File: src/hw/rtl/fph_pkg.sv
// Shared types and codes for the fit-policy hole allocator.
// No dependencies; imported by every module of the block.
package fph_pkg;

   typedef enum logic [2:0] {
      ST_OK       = 3'd0,
      ST_BAD_SIZE = 3'd1,
      ST_NO_FIT   = 3'd2,
      ST_NOT_FOUND = 3'd3,
      ST_FULL     = 3'd4
   } status_type;

   typedef enum logic [1:0] {
      PL_FIRST = 2'd0,
      PL_BEST  = 2'd1,
      PL_WORST = 2'd2,
      PL_NONE  = 2'd3
   } placement_type;

   localparam logic [1:0] OP_ALLOC = 2'd0;
   localparam logic [1:0] OP_FREE  = 2'd1;
   localparam logic [1:0] OP_CLEAR = 2'd2;
   localparam logic [1:0] OP_SPARE = 2'd3;

   localparam logic CSR_CAPACITY  = 1'b0;
   localparam logic CSR_PLACEMENT = 1'b1;

   typedef struct packed {
      logic [1:0]  op;
      logic [7:0]  chunk_name;
      logic [15:0] request_size;
   } req_type;

   typedef struct packed {
      logic [15:0] start_addr;
      logic [2:0]  status;
      logic [15:0] used_total;
   } rsp_type;

endpackage

File: src/hw/rtl/fit_policy_hole_allocator.sv
// Top level of the fit-policy hole allocator: hole and chunk tables and the
// sequencer that walks them. Depends on fph_pkg.
//
// One word is processed at a time. An allocate scans the hole table one entry
// per cycle with a single compare unit, then shifts the tables one entry per
// cycle; a free scans the chunk table and then the hole table the same way.
// A free steps through the chunk scan, the hole scan, the merge, chunk removal,
// then hole removal or insertion, and the result; an allocate through the hole
// scan, the pick, hole removal on an exact fit, chunk insertion and the result.
// A clear answers straight from the idle state.
// The result word waits in an output register; req_ready is low while an
// operation is in flight or its result has not been taken. Capacity writes
// take effect at the next clear.
module fit_policy_hole_allocator #(
   parameter int HOLE_ENTRIES  = 16,
   parameter int CHUNK_ENTRIES = 16
) (
   input  logic              clock,
   input  logic              reset,
   input  logic              req_valid,
   output logic              req_ready,
   input  fph_pkg::req_type  req_data,
   output logic              rsp_valid,
   input  logic              rsp_ready,
   output fph_pkg::rsp_type  rsp_data,
   input  logic              csr_we,
   input  logic              csr_index,
   input  logic [15:0]       csr_wdata
);
   import fph_pkg::*;

   localparam int HW = $clog2(HOLE_ENTRIES);
   localparam int CW = (CHUNK_ENTRIES > 1) ? $clog2(CHUNK_ENTRIES) : 1;
   localparam int HC = $clog2(HOLE_ENTRIES + 1);
   localparam int CC = $clog2(CHUNK_ENTRIES + 1);

   typedef enum logic [3:0] {
      S_IDLE, S_HSCAN, S_ALLOC, S_HDROP, S_CSCAN, S_FSCAN, S_FDEC,
      S_CDROP, S_HPUSH, S_CPUSH, S_DONE
   } state_type;

   // Tables, packed from entry 0; counts replace per-entry valid bits.
   logic [15:0] hs_ff [HOLE_ENTRIES];
   logic [15:0] hl_ff [HOLE_ENTRIES];
   logic [7:0]  cn_ff [CHUNK_ENTRIES];
   logic [15:0] cs_ff [CHUNK_ENTRIES];
   logic [15:0] cl_ff [CHUNK_ENTRIES];
   logic [HC-1:0] nh_ff;
   logic [CC-1:0] nc_ff;

   logic [15:0] cap_ff;
   logic [1:0]  plc_ff;
   logic [15:0] used_ff;
   state_type   st_ff;
   req_type     req_ff;
   rsp_type     rsp_ff;
   logic        rv_ff;
   logic [HC-1:0] hi_ff;       // hole scan / shift index
   logic [CC-1:0] ci_ff;       // chunk scan / shift index
   logic        pk_ok_ff;
   logic [HW-1:0] pk_ff;
   logic [15:0] pl_ff;         // length of the picked hole
   logic [HC-1:0] rear_ff, front_ff;
   logic        rear_ok_ff, front_ok_ff;
   logic [15:0] fs_ff, fl_ff;  // chunk being freed or allocated

   assign req_ready = (st_ff == S_IDLE) && !rv_ff;
   assign rsp_valid = rv_ff;
   assign rsp_data  = rsp_ff;

   // Shared scan unit: current hole entry.
   logic [HW-1:0] hidx;
   logic [15:0]   hs_cur, hl_cur;
   logic [16:0]   hend;
   logic [16:0]   cend;
   assign hidx   = hi_ff[HW-1:0];
   assign hs_cur = hs_ff[hidx];
   assign hl_cur = hl_ff[hidx];
   assign hend   = {1'b0, hs_cur} + {1'b0, hl_cur};
   assign cend   = {1'b0, fs_ff} + {1'b0, fl_ff};

   logic better;
   always_comb begin
      case (plc_ff)
         PL_FIRST: better = !pk_ok_ff;
         PL_BEST:  better = !pk_ok_ff || (hl_cur < pl_ff);
         PL_WORST: better = !pk_ok_ff || (hl_cur > pl_ff);
         default:  better = 1'b0;
      endcase
   end

   function automatic rsp_type mk(logic [15:0] a, status_type s, logic [15:0] u);
      rsp_type r;
      r.start_addr = a;
      r.status = s;
      r.used_total = u;
      return r;
   endfunction

   always_ff @(posedge clock) begin
      if (reset) begin
         st_ff <= S_IDLE;
         rv_ff <= 1'b0;
         cap_ff <= 16'd100;
         plc_ff <= 2'd0;
         used_ff <= '0;
         nc_ff <= '0;
         nh_ff <= HC'(1);
         hs_ff[0] <= '0;
         hl_ff[0] <= 16'd100;
      end else begin
         if (csr_we) begin
            if (csr_index == CSR_CAPACITY) cap_ff <= csr_wdata;
            else plc_ff <= csr_wdata[1:0];
         end
         if (rv_ff && rsp_ready) rv_ff <= 1'b0;
         unique case (st_ff)
            S_IDLE: begin
               if (req_valid && req_ready) begin
                  req_ff <= req_data;
                  hi_ff <= '0;
                  ci_ff <= '0;
                  pk_ok_ff <= 1'b0;
                  rear_ok_ff <= 1'b0;
                  front_ok_ff <= 1'b0;
                  case (req_data.op)
                     OP_ALLOC: begin
                        if (req_data.request_size == '0) begin
                           rsp_ff <= mk('0, ST_BAD_SIZE, used_ff);
                           rv_ff <= 1'b1;
                        end else st_ff <= S_HSCAN;
                     end
                     OP_FREE: st_ff <= S_CSCAN;
                     OP_CLEAR: begin
                        used_ff <= '0;
                        nc_ff <= '0;
                        hs_ff[0] <= '0;
                        hl_ff[0] <= cap_ff;
                        nh_ff <= (cap_ff != '0) ? HC'(1) : '0;
                        rsp_ff <= mk('0, ST_OK, '0);
                        rv_ff <= 1'b1;
                     end
                     default: begin
                        rsp_ff <= mk('0, ST_OK, used_ff);
                        rv_ff <= 1'b1;
                     end
                  endcase
               end
            end
            S_HSCAN: begin
               if (hi_ff == nh_ff) begin
                  st_ff <= S_ALLOC;
               end else begin
                  if (hl_cur >= req_ff.request_size && better) begin
                     pk_ok_ff <= 1'b1;
                     pk_ff <= hidx;
                     pl_ff <= hl_cur;
                  end
                  hi_ff <= hi_ff + HC'(1);
               end
            end
            S_ALLOC: begin
               if (!pk_ok_ff) begin
                  rsp_ff <= mk('0, ST_NO_FIT, used_ff);
                  rv_ff <= 1'b1;
                  st_ff <= S_IDLE;
               end else if (nc_ff == CC'(CHUNK_ENTRIES)) begin
                  rsp_ff <= mk('0, ST_FULL, used_ff);
                  rv_ff <= 1'b1;
                  st_ff <= S_IDLE;
               end else begin
                  fs_ff <= hs_ff[pk_ff];
                  fl_ff <= req_ff.request_size;
                  hs_ff[pk_ff] <= hs_ff[pk_ff] + req_ff.request_size;
                  hl_ff[pk_ff] <= pl_ff - req_ff.request_size;
                  used_ff <= used_ff + req_ff.request_size;
                  ci_ff <= nc_ff;
                  hi_ff <= HC'(pk_ff);
                  st_ff <= (pl_ff == req_ff.request_size) ? S_HDROP : S_CPUSH;
               end
            end
            S_HDROP: begin
               // Close the gap at hi_ff, one entry per cycle.
               if (hi_ff + HC'(1) >= nh_ff) begin
                  nh_ff <= nh_ff - HC'(1);
                  st_ff <= (req_ff.op == OP_ALLOC) ? S_CPUSH : S_DONE;
               end else begin
                  hs_ff[hidx] <= hs_ff[HW'(hi_ff + HC'(1))];
                  hl_ff[hidx] <= hl_ff[HW'(hi_ff + HC'(1))];
                  hi_ff <= hi_ff + HC'(1);
               end
            end
            S_CPUSH: begin
               if (ci_ff == '0) begin
                  cn_ff[0] <= req_ff.chunk_name;
                  cs_ff[0] <= fs_ff;
                  cl_ff[0] <= fl_ff;
                  nc_ff <= nc_ff + CC'(1);
                  rsp_ff <= mk(fs_ff, ST_OK, used_ff);
                  rv_ff <= 1'b1;
                  st_ff <= S_IDLE;
               end else begin
                  cn_ff[CW'(ci_ff)] <= cn_ff[CW'(ci_ff - CC'(1))];
                  cs_ff[CW'(ci_ff)] <= cs_ff[CW'(ci_ff - CC'(1))];
                  cl_ff[CW'(ci_ff)] <= cl_ff[CW'(ci_ff - CC'(1))];
                  ci_ff <= ci_ff - CC'(1);
               end
            end
            S_CSCAN: begin
               if (ci_ff == nc_ff) begin
                  rsp_ff <= mk('0, ST_NOT_FOUND, used_ff);
                  rv_ff <= 1'b1;
                  st_ff <= S_IDLE;
               end else if (cn_ff[CW'(ci_ff)] == req_ff.chunk_name) begin
                  fs_ff <= cs_ff[CW'(ci_ff)];
                  fl_ff <= cl_ff[CW'(ci_ff)];
                  st_ff <= S_FSCAN;
               end else ci_ff <= ci_ff + CC'(1);
            end
            S_FSCAN: begin
               if (hi_ff == nh_ff) begin
                  st_ff <= S_FDEC;
               end else begin
                  if (fs_ff < hs_cur && cend == {1'b0, hs_cur}) begin
                     rear_ok_ff <= 1'b1;
                     rear_ff <= hi_ff;
                  end
                  if (fs_ff > hs_cur && hend == {1'b0, fs_ff}) begin
                     front_ok_ff <= 1'b1;
                     front_ff <= hi_ff;
                  end
                  hi_ff <= hi_ff + HC'(1);
               end
            end
            S_FDEC: begin
               if (!rear_ok_ff && !front_ok_ff && nh_ff == HC'(HOLE_ENTRIES)) begin
                  rsp_ff <= mk('0, ST_FULL, used_ff);
                  rv_ff <= 1'b1;
                  st_ff <= S_IDLE;
               end else begin
                  used_ff <= used_ff - fl_ff;
                  if (rear_ok_ff && front_ok_ff) begin
                     hl_ff[HW'(front_ff)] <= hl_ff[HW'(front_ff)] + fl_ff
                                            + hl_ff[HW'(rear_ff)];
                  end else if (rear_ok_ff) begin
                     hs_ff[HW'(rear_ff)] <= fs_ff;
                     hl_ff[HW'(rear_ff)] <= hl_ff[HW'(rear_ff)] + fl_ff;
                  end else if (front_ok_ff) begin
                     hl_ff[HW'(front_ff)] <= hl_ff[HW'(front_ff)] + fl_ff;
                  end
                  st_ff <= S_CDROP;
               end
            end
            S_CDROP: begin
               if (ci_ff + CC'(1) >= nc_ff) begin
                  nc_ff <= nc_ff - CC'(1);
                  if (rear_ok_ff && front_ok_ff) begin
                     hi_ff <= rear_ff;
                     st_ff <= S_HDROP;
                  end else if (rear_ok_ff || front_ok_ff) begin
                     st_ff <= S_DONE;
                  end else begin
                     hi_ff <= nh_ff;
                     st_ff <= S_HPUSH;
                  end
               end else begin
                  cn_ff[CW'(ci_ff)] <= cn_ff[CW'(ci_ff + CC'(1))];
                  cs_ff[CW'(ci_ff)] <= cs_ff[CW'(ci_ff + CC'(1))];
                  cl_ff[CW'(ci_ff)] <= cl_ff[CW'(ci_ff + CC'(1))];
                  ci_ff <= ci_ff + CC'(1);
               end
            end
            S_HPUSH: begin
               if (hi_ff == '0) begin
                  hs_ff[0] <= fs_ff;
                  hl_ff[0] <= fl_ff;
                  nh_ff <= nh_ff + HC'(1);
                  st_ff <= S_DONE;
               end else begin
                  hs_ff[hidx] <= hs_ff[HW'(hi_ff - HC'(1))];
                  hl_ff[hidx] <= hl_ff[HW'(hi_ff - HC'(1))];
                  hi_ff <= hi_ff - HC'(1);
               end
            end
            S_DONE: begin
               rsp_ff <= mk('0, ST_OK, used_ff);
               rv_ff <= 1'b1;
               st_ff <= S_IDLE;
            end
            default: st_ff <= S_IDLE;
         endcase
      end
   end

endmodule

File: config.mk
export PLATFORM = sky130hd
export DESIGN_NAME = fit_policy_hole_allocator
export DESIGN_NICKNAME = d
export VERILOG_FILES = /design/src/hw/rtl/fph_pkg.sv /design/src/hw/rtl/fit_policy_hole_allocator.sv
export SDC_FILE = /design/constraint.sdc
export NUM_CORES = 2
export LEC_CHECK = 0
export BUFFER_PORTS_ARGS = -buffer_cell sky130_fd_sc_hd__buf_4
export CORE_MARGIN = 2
export CORE_UTILIZATION = 30
export CTS_CLUSTER_SIZE = 14
export DETAILED_ROUTE_END_ITERATION = 12
export GPL_TIMING_DRIVEN = 0
export RECOVER_POWER = 50
export REMOVE_ABC_BUFFERS = 1
export SLEW_MARGIN = 20
export SYNTH_ARGS = -nofsm -noshare
export SYNTH_HDL_FRONTEND = slang
export SYNTH_SLANG_ARGS = --single-unit
export TNS_END_PERCENT = 10
File: constraint.sdc
create_clock -name clock -period 6.89 [get_ports clock]
set_input_delay 0 -clock clock [delete_from_list [all_inputs] [get_ports clock]]
set_output_delay 0 -clock clock [all_outputs]
set_load 0.01 [all_outputs]
==> flow_results.xml <==
<?xml version="1.0" encoding="UTF-8"?>
<metrics>
  <group name="drt">
    <metric name="drt.antenna.violating_nets" unit="">0</metric>
    <metric name="drt_first_pass_iters" unit="">6</metric>
    <metric name="dr_total_vias" unit="">58880</metric>
    <metric name="detail_route.iter0.violations" unit="">8103</metric>
    <metric name="totalWireLength" unit="microns">292200</metric>
    <metric name="route.detailed.wl_per_inst" unit="microns">31.10</metric>
    <metric name="drc" unit="">0</metric>
    <metric name="post_drt_via_cell_ratio" unit="">6.267</metric>
  </group>
  <group name="floorplanning">
    <metric name="placementRows" unit="">195</metric>
    <metric name="initial_core_util" unit="%">30.18</metric>
    <metric name="floorplan.die_area" unit="sq um">288300</metric>
    <metric name="die-height" unit="microns">536.9</metric>
    <metric name="ios" unit="">85</metric>
    <metric name="coreArea" unit="sq um">282300</metric>
    <metric name="chipWidth" unit="microns">536.9</metric>
  </group>
  <group name="final_layout">
    <metric name="nets" unit="">5790</metric>
    <metric name="fillers" unit="">26040</metric>
    <metric name="final_cell_count_no_fill" unit="">9396</metric>
    <metric name="final_layout_size_suffix_gt1_share" unit="%">34.35</metric>
    <metric name="area_growth_from_synthesis_to_layout" unit="%">18.21</metric>
  </group>
  <group name="global_route">
    <metric name="grtUsageTotal" unit="%">19.85</metric>
    <metric name="pin_count_of_the_biggest_net_entering_global_routing" unit="">87</metric>
    <metric name="grt_first_pass_wirelength" unit="microns">417300</metric>
    <metric name="top_usage_layer" unit="">met2</metric>
    <metric name="groute.layer.met3.usage" unit="%">5.243</metric>
    <metric name="groute.layer.met2.usage" unit="%">30.32</metric>
    <metric name="gr-usage-met1" unit="%">26.08</metric>
    <metric name="number_of_global_route_vias_before_repair" unit="">57610</metric>
    <metric name="grt.overflow.total" unit="">0</metric>
    <metric name="grt_antenna_before_repair" unit="">7</metric>
  </group>
  <group name="power">
    <metric name="power.static_leakage" unit="uW">0.03239</metric>
    <metric name="cellPowerDensity" unit="nW/um^2">398.0</metric>
    <metric name="vdd_ir_drop_max" unit="mV">0.3629</metric>
  </group>
  <group name="logic_synthesis">
    <metric name="syn_avg_cell_area" unit="sq um">16.13</metric>
    <metric name="yosys_register_bits" unit="">1356</metric>
    <metric name="yosysWarnings" unit="">0</metric>
    <metric name="yosys.area.top_type_share" unit="%">45.36</metric>
    <metric name="synthFlopType" unit="">sky130_fd_sc_hd__edfxtp_1</metric>
    <metric name="synthDominantAreaCellType" unit="">sky130_fd_sc_hd__edfxtp_1</metric>
    <metric name="synth_area" unit="sq um">85200</metric>
    <metric name="yosys-top-cells-area" unit="">sky130_fd_sc_hd__edfxtp_1 45%, sky130_fd_sc_hd__mux4_2 33%, sky130_fd_sc_hd__ha_1 3.0%</metric>
    <metric name="synthArstFlopShare" unit="%">0</metric>
    <metric name="synthCells" unit="">5282</metric>
    <metric name="synth_enable_flop_cells" unit="">1287</metric>
    <metric name="synth_cell_types" unit="">87</metric>
    <metric name="yosysSeqAreaShare" unit="%">46.98</metric>
  </group>
  <group name="worst_setup_path">
    <metric name="critical_path.max_fanout" unit="">27</metric>
    <metric name="ff2ff_path_depth" unit="">16</metric>
    <metric name="timing.reg2reg.setup_slack" unit="ns">0.07</metric>
    <metric name="timing_startpoint_of_the_critical_path" unit="">hi_ff[0]</metric>
    <metric name="timing.rr.start" unit="">hi_ff[0]</metric>
    <metric name="setup.worst_path.end" unit="">hs_ff[12][4]</metric>
    <metric name="rr_endpoint" unit="">hs_ff[12][4]</metric>
    <metric name="critPathLaunchType" unit="">flop</metric>
    <metric name="signal_arrival_time_at_the_worst_endpoint" unit="ns">7.35</metric>
    <metric name="cp_capture_type" unit="">flop</metric>
    <metric name="crit_type" unit="">flop to flop</metric>
    <metric name="required" unit="ns">7.42</metric>
  </group>
  <group name="clock_network">
    <metric name="clock_sinks" unit="">1356</metric>
    <metric name="clkLatencyLatePin" unit="ns">0.85</metric>
    <metric name="cts-htree-levels" unit="">4</metric>
    <metric name="tritoncts" unit="">built</metric>
    <metric name="cts.root.buffer_cell" unit="">sky130_fd_sc_hd__clkbuf_16</metric>
    <metric name="clk_transition_reported_paths" unit="ns">0.06</metric>
    <metric name="clock_buffer_count_from_cts" unit="">152</metric>
    <metric name="cts_max_path_buffers" unit="">3</metric>
  </group>
  <group name="sta">
    <metric name="layout_worst_path_cycle_share" unit="%">99.05</metric>
    <metric name="setup_tns" unit="ns">0</metric>
    <metric name="drv_slew" unit="">108</metric>
    <metric name="upper_clock_frequency_limit" unit="MHz">146.5</metric>
    <metric name="final_hold_fails" unit="">0</metric>
    <metric name="rsz_0062_raised_after_global_routing" unit="">false</metric>
    <metric name="maxSlewHeadroom" unit="%">-59.12</metric>
    <metric name="finalSetupViolCount" unit="">0</metric>
    <metric name="worst_pin_slew" unit="ns">2.379</metric>
    <metric name="finalClockSkew" unit="ns">0.05602</metric>
    <metric name="period_minus_slack" unit="ns">6.825</metric>
  </group>
  <group name="status">
    <metric name="violations" unit="">max-capacitance violations, max-slew violations</metric>
    <metric name="status" unit="">finished with violations</metric>
  </group>
  <group name="placement">
    <metric name="placed_cells_incl_taps" unit="">8985</metric>
    <metric name="gpl.final_weighted_congestion" unit="">0.9198</metric>
    <metric name="post_dp_hpwl" unit="microns">201600</metric>
    <metric name="placement.io_buffers" unit="">84</metric>
  </group>
  <group name="hold_path">
    <metric name="hold_path_class" unit="">input port to flop</metric>
  </group>
  <group name="run">
    <metric name="max_cap_violations" unit="">8</metric>
  </group>
</metrics>
[sequential cells by signal, summed over array words and instances (netlist names), 26 cells and up, named ones only]
signal,cells
cl_ff,256
cn_ff,128
cs_ff,256
hl_ff,256
hs_ff,256
req_ff,26
rsp_data,35
[cells in the mapped netlist, types with 69 or more instances]
cell	count
sky130_fd_sc_hd__buf_1	124
sky130_fd_sc_hd__nand2_1	341
sky130_fd_sc_hd__o21ai_0	119
sky130_fd_sc_hd__o22a_1	77
sky130_fd_sc_hd__edfxtp_1	1287
sky130_fd_sc_hd__ha_1	201
sky130_fd_sc_hd__mux4_2	1253
sky130_fd_sc_hd__inv_1	112
sky130_fd_sc_hd__xnor2_1	122
sky130_fd_sc_hd__nand3_1	150
sky130_fd_sc_hd__nor2_1	199
sky130_fd_sc_hd__clkbuf_1	249
sky130_fd_sc_hd__a21oi_1	191
sky130_fd_sc_hd__dfxtp_1	69
[cell usage in the layout, fill, tap and decap left out, types with 21 or more instances in the layout]
cell,synthesis,routed
sky130_fd_sc_hd__mux4_2,1253,1253
sky130_fd_sc_hd__clkinv_1,3,22
sky130_fd_sc_hd__buf_6,3,43
sky130_fd_sc_hd__inv_1,112,111
sky130_fd_sc_hd__dlygate4sd3_1,0,122
sky130_fd_sc_hd__edfxtp_1,1287,1287
sky130_fd_sc_hd__a31oi_1,23,23
sky130_fd_sc_hd__buf_4,1,52
sky130_fd_sc_hd__mux4_1,25,25
sky130_fd_sc_hd__buf_8,1,35
sky130_fd_sc_hd__nor2b_1,46,45
sky130_fd_sc_hd__nand3_1,150,150
sky130_fd_sc_hd__nand2b_1,37,37
sky130_fd_sc_hd__nor2_4,0,33
sky130_fd_sc_hd__dfxtp_1,69,49
sky130_fd_sc_hd__a211oi_1,32,30
sky130_fd_sc_hd__xnor2_1,122,119
sky130_fd_sc_hd__clkbuf_1,249,106
sky130_fd_sc_hd__mux2i_1,29,29
sky130_fd_sc_hd__ha_1,201,199
sky130_fd_sc_hd__o22a_1,77,77
sky130_fd_sc_hd__mux2_2,35,31
sky130_fd_sc_hd__nand2_1,341,339
sky130_fd_sc_hd__o21ai_0,119,112
sky130_fd_sc_hd__o21a_1,30,30
sky130_fd_sc_hd__nor3_1,56,51
sky130_fd_sc_hd__a21o_1,61,61
sky130_fd_sc_hd__clkbuf_16,0,152
sky130_fd_sc_hd__nand4_1,21,21
sky130_fd_sc_hd__nor2_1,199,155
sky130_fd_sc_hd__a21oi_1,191,184
sky130_fd_sc_hd__buf_16,0,107
sky130_fd_sc_hd__clkinv_2,1,23
sky130_fd_sc_hd__buf_12,1,40
sky130_fd_sc_hd__xor2_1,45,42
[kinds of logic (layout without fill, tap and decap cells)]
kind of cell | after synthesis | in the layout | synth area share (%)
other cells | 0 | 6 | 0
fa+ha+maj | 211 | 211 | 3.187
xor+xnor | 167 | 167 | 1.717
flops | 1356 | 1356 | 46.98
simple gates | 989 | 990 | 5.472
compound gates | 700 | 700 | 5.523
buf+inv | 513 | 877 | 2.351
mux | 1346 | 1346 | 34.77
[report_power, final]
part / internal, uW / total [uW] / switching, uW
Combinational: 10300 / 21200 / 10800
Clock: 4670 / 8250 / 3580
Sequential: 9820 / 10700 / 836
[per-layer routing]
layer  routed length, microns  up-vias
met2                   131600     4315
li1                         -    22980
met3                    35630      838
met4                    16970        6
met1                   107900    30750
met5                       47        -
[metrics by stage]
stage	setup WS [ns]	util [%]	cell area, sq um	power [uW]	hold slack (ns)
floorplan	-21.61	-	83630	26210	0.06907
global placement	-45.67	31.51	88950	31110	0.1779
detailed placement	-0.7212	33.60	94840	31670	0.1795
CTS	0.004322	35.83	101100	40070	0.03893
global route	0.05376	35.67	100700	41610	0.2670
finish	0.06518	35.68	100700	40090	0.2658
[final cells by class]
type	instances	area (sq um)	area share (%)
tap	3743	4683	4.650
inverter	116	455.4	0.4522
antenna	6	15.01	0.01491
clock buffer	185	3968	3.940
sequential	1356	40080	39.80
multi-input combinational	3414	43730	43.42
clock inverter	85	1026	1.019
timing repair buffer	491	6754	6.706
[how the worst min path moves through the flow]
stage                       from         end  slack [ns]  cells past startpoint
floorplan                  reset   cap_ff[0]        0.07                      1
global placement    req_data[16]  req_ff[16]        0.18                      1
detailed placement  req_data[16]  req_ff[16]        0.18                      1
CTS                 req_data[24]  req_ff[24]        0.04                      2
global route           rsp_ready   rsp_valid        0.27                      4
finish                 rsp_ready   rsp_valid        0.27                      4
[worst max-delay path: stages (launching register included)]
cell and delay (ns):
sky130_fd_sc_hd__edfxtp_1 0.62, sky130_fd_sc_hd__ha_1 0.36, sky130_fd_sc_hd__xnor2_2 0.44, sky130_fd_sc_hd__clkbuf_1 0.44, sky130_fd_sc_hd__buf_6 0.26, sky130_fd_sc_hd__buf_6 0.19, sky130_fd_sc_hd__clkinv_4 0.31, sky130_fd_sc_hd__ha_1 0.45
sky130_fd_sc_hd__a21o_1 0.11, sky130_fd_sc_hd__a21o_1 0.15, sky130_fd_sc_hd__a211o_1 0.44, sky130_fd_sc_hd__and2_4 0.59, sky130_fd_sc_hd__o21ai_1 0.33, sky130_fd_sc_hd__a21oi_1 0.25, sky130_fd_sc_hd__nand2_1 0.23, sky130_fd_sc_hd__nor2_1 0.96
sky130_fd_sc_hd__buf_16 0.25
[timing repair]
action | 4_1_cts | 5_1_grt
cloned | 0 | 1
hold endpoints to repair | 458 | 0
pin swaps | 3 | 2
buffers inserted | 5 | 5
gates resized for setup | 6 | 9
hold buffers | 122 | 0
endpoints found under the setup margin | 772 | 219
(Power assumes the default switching activity.)
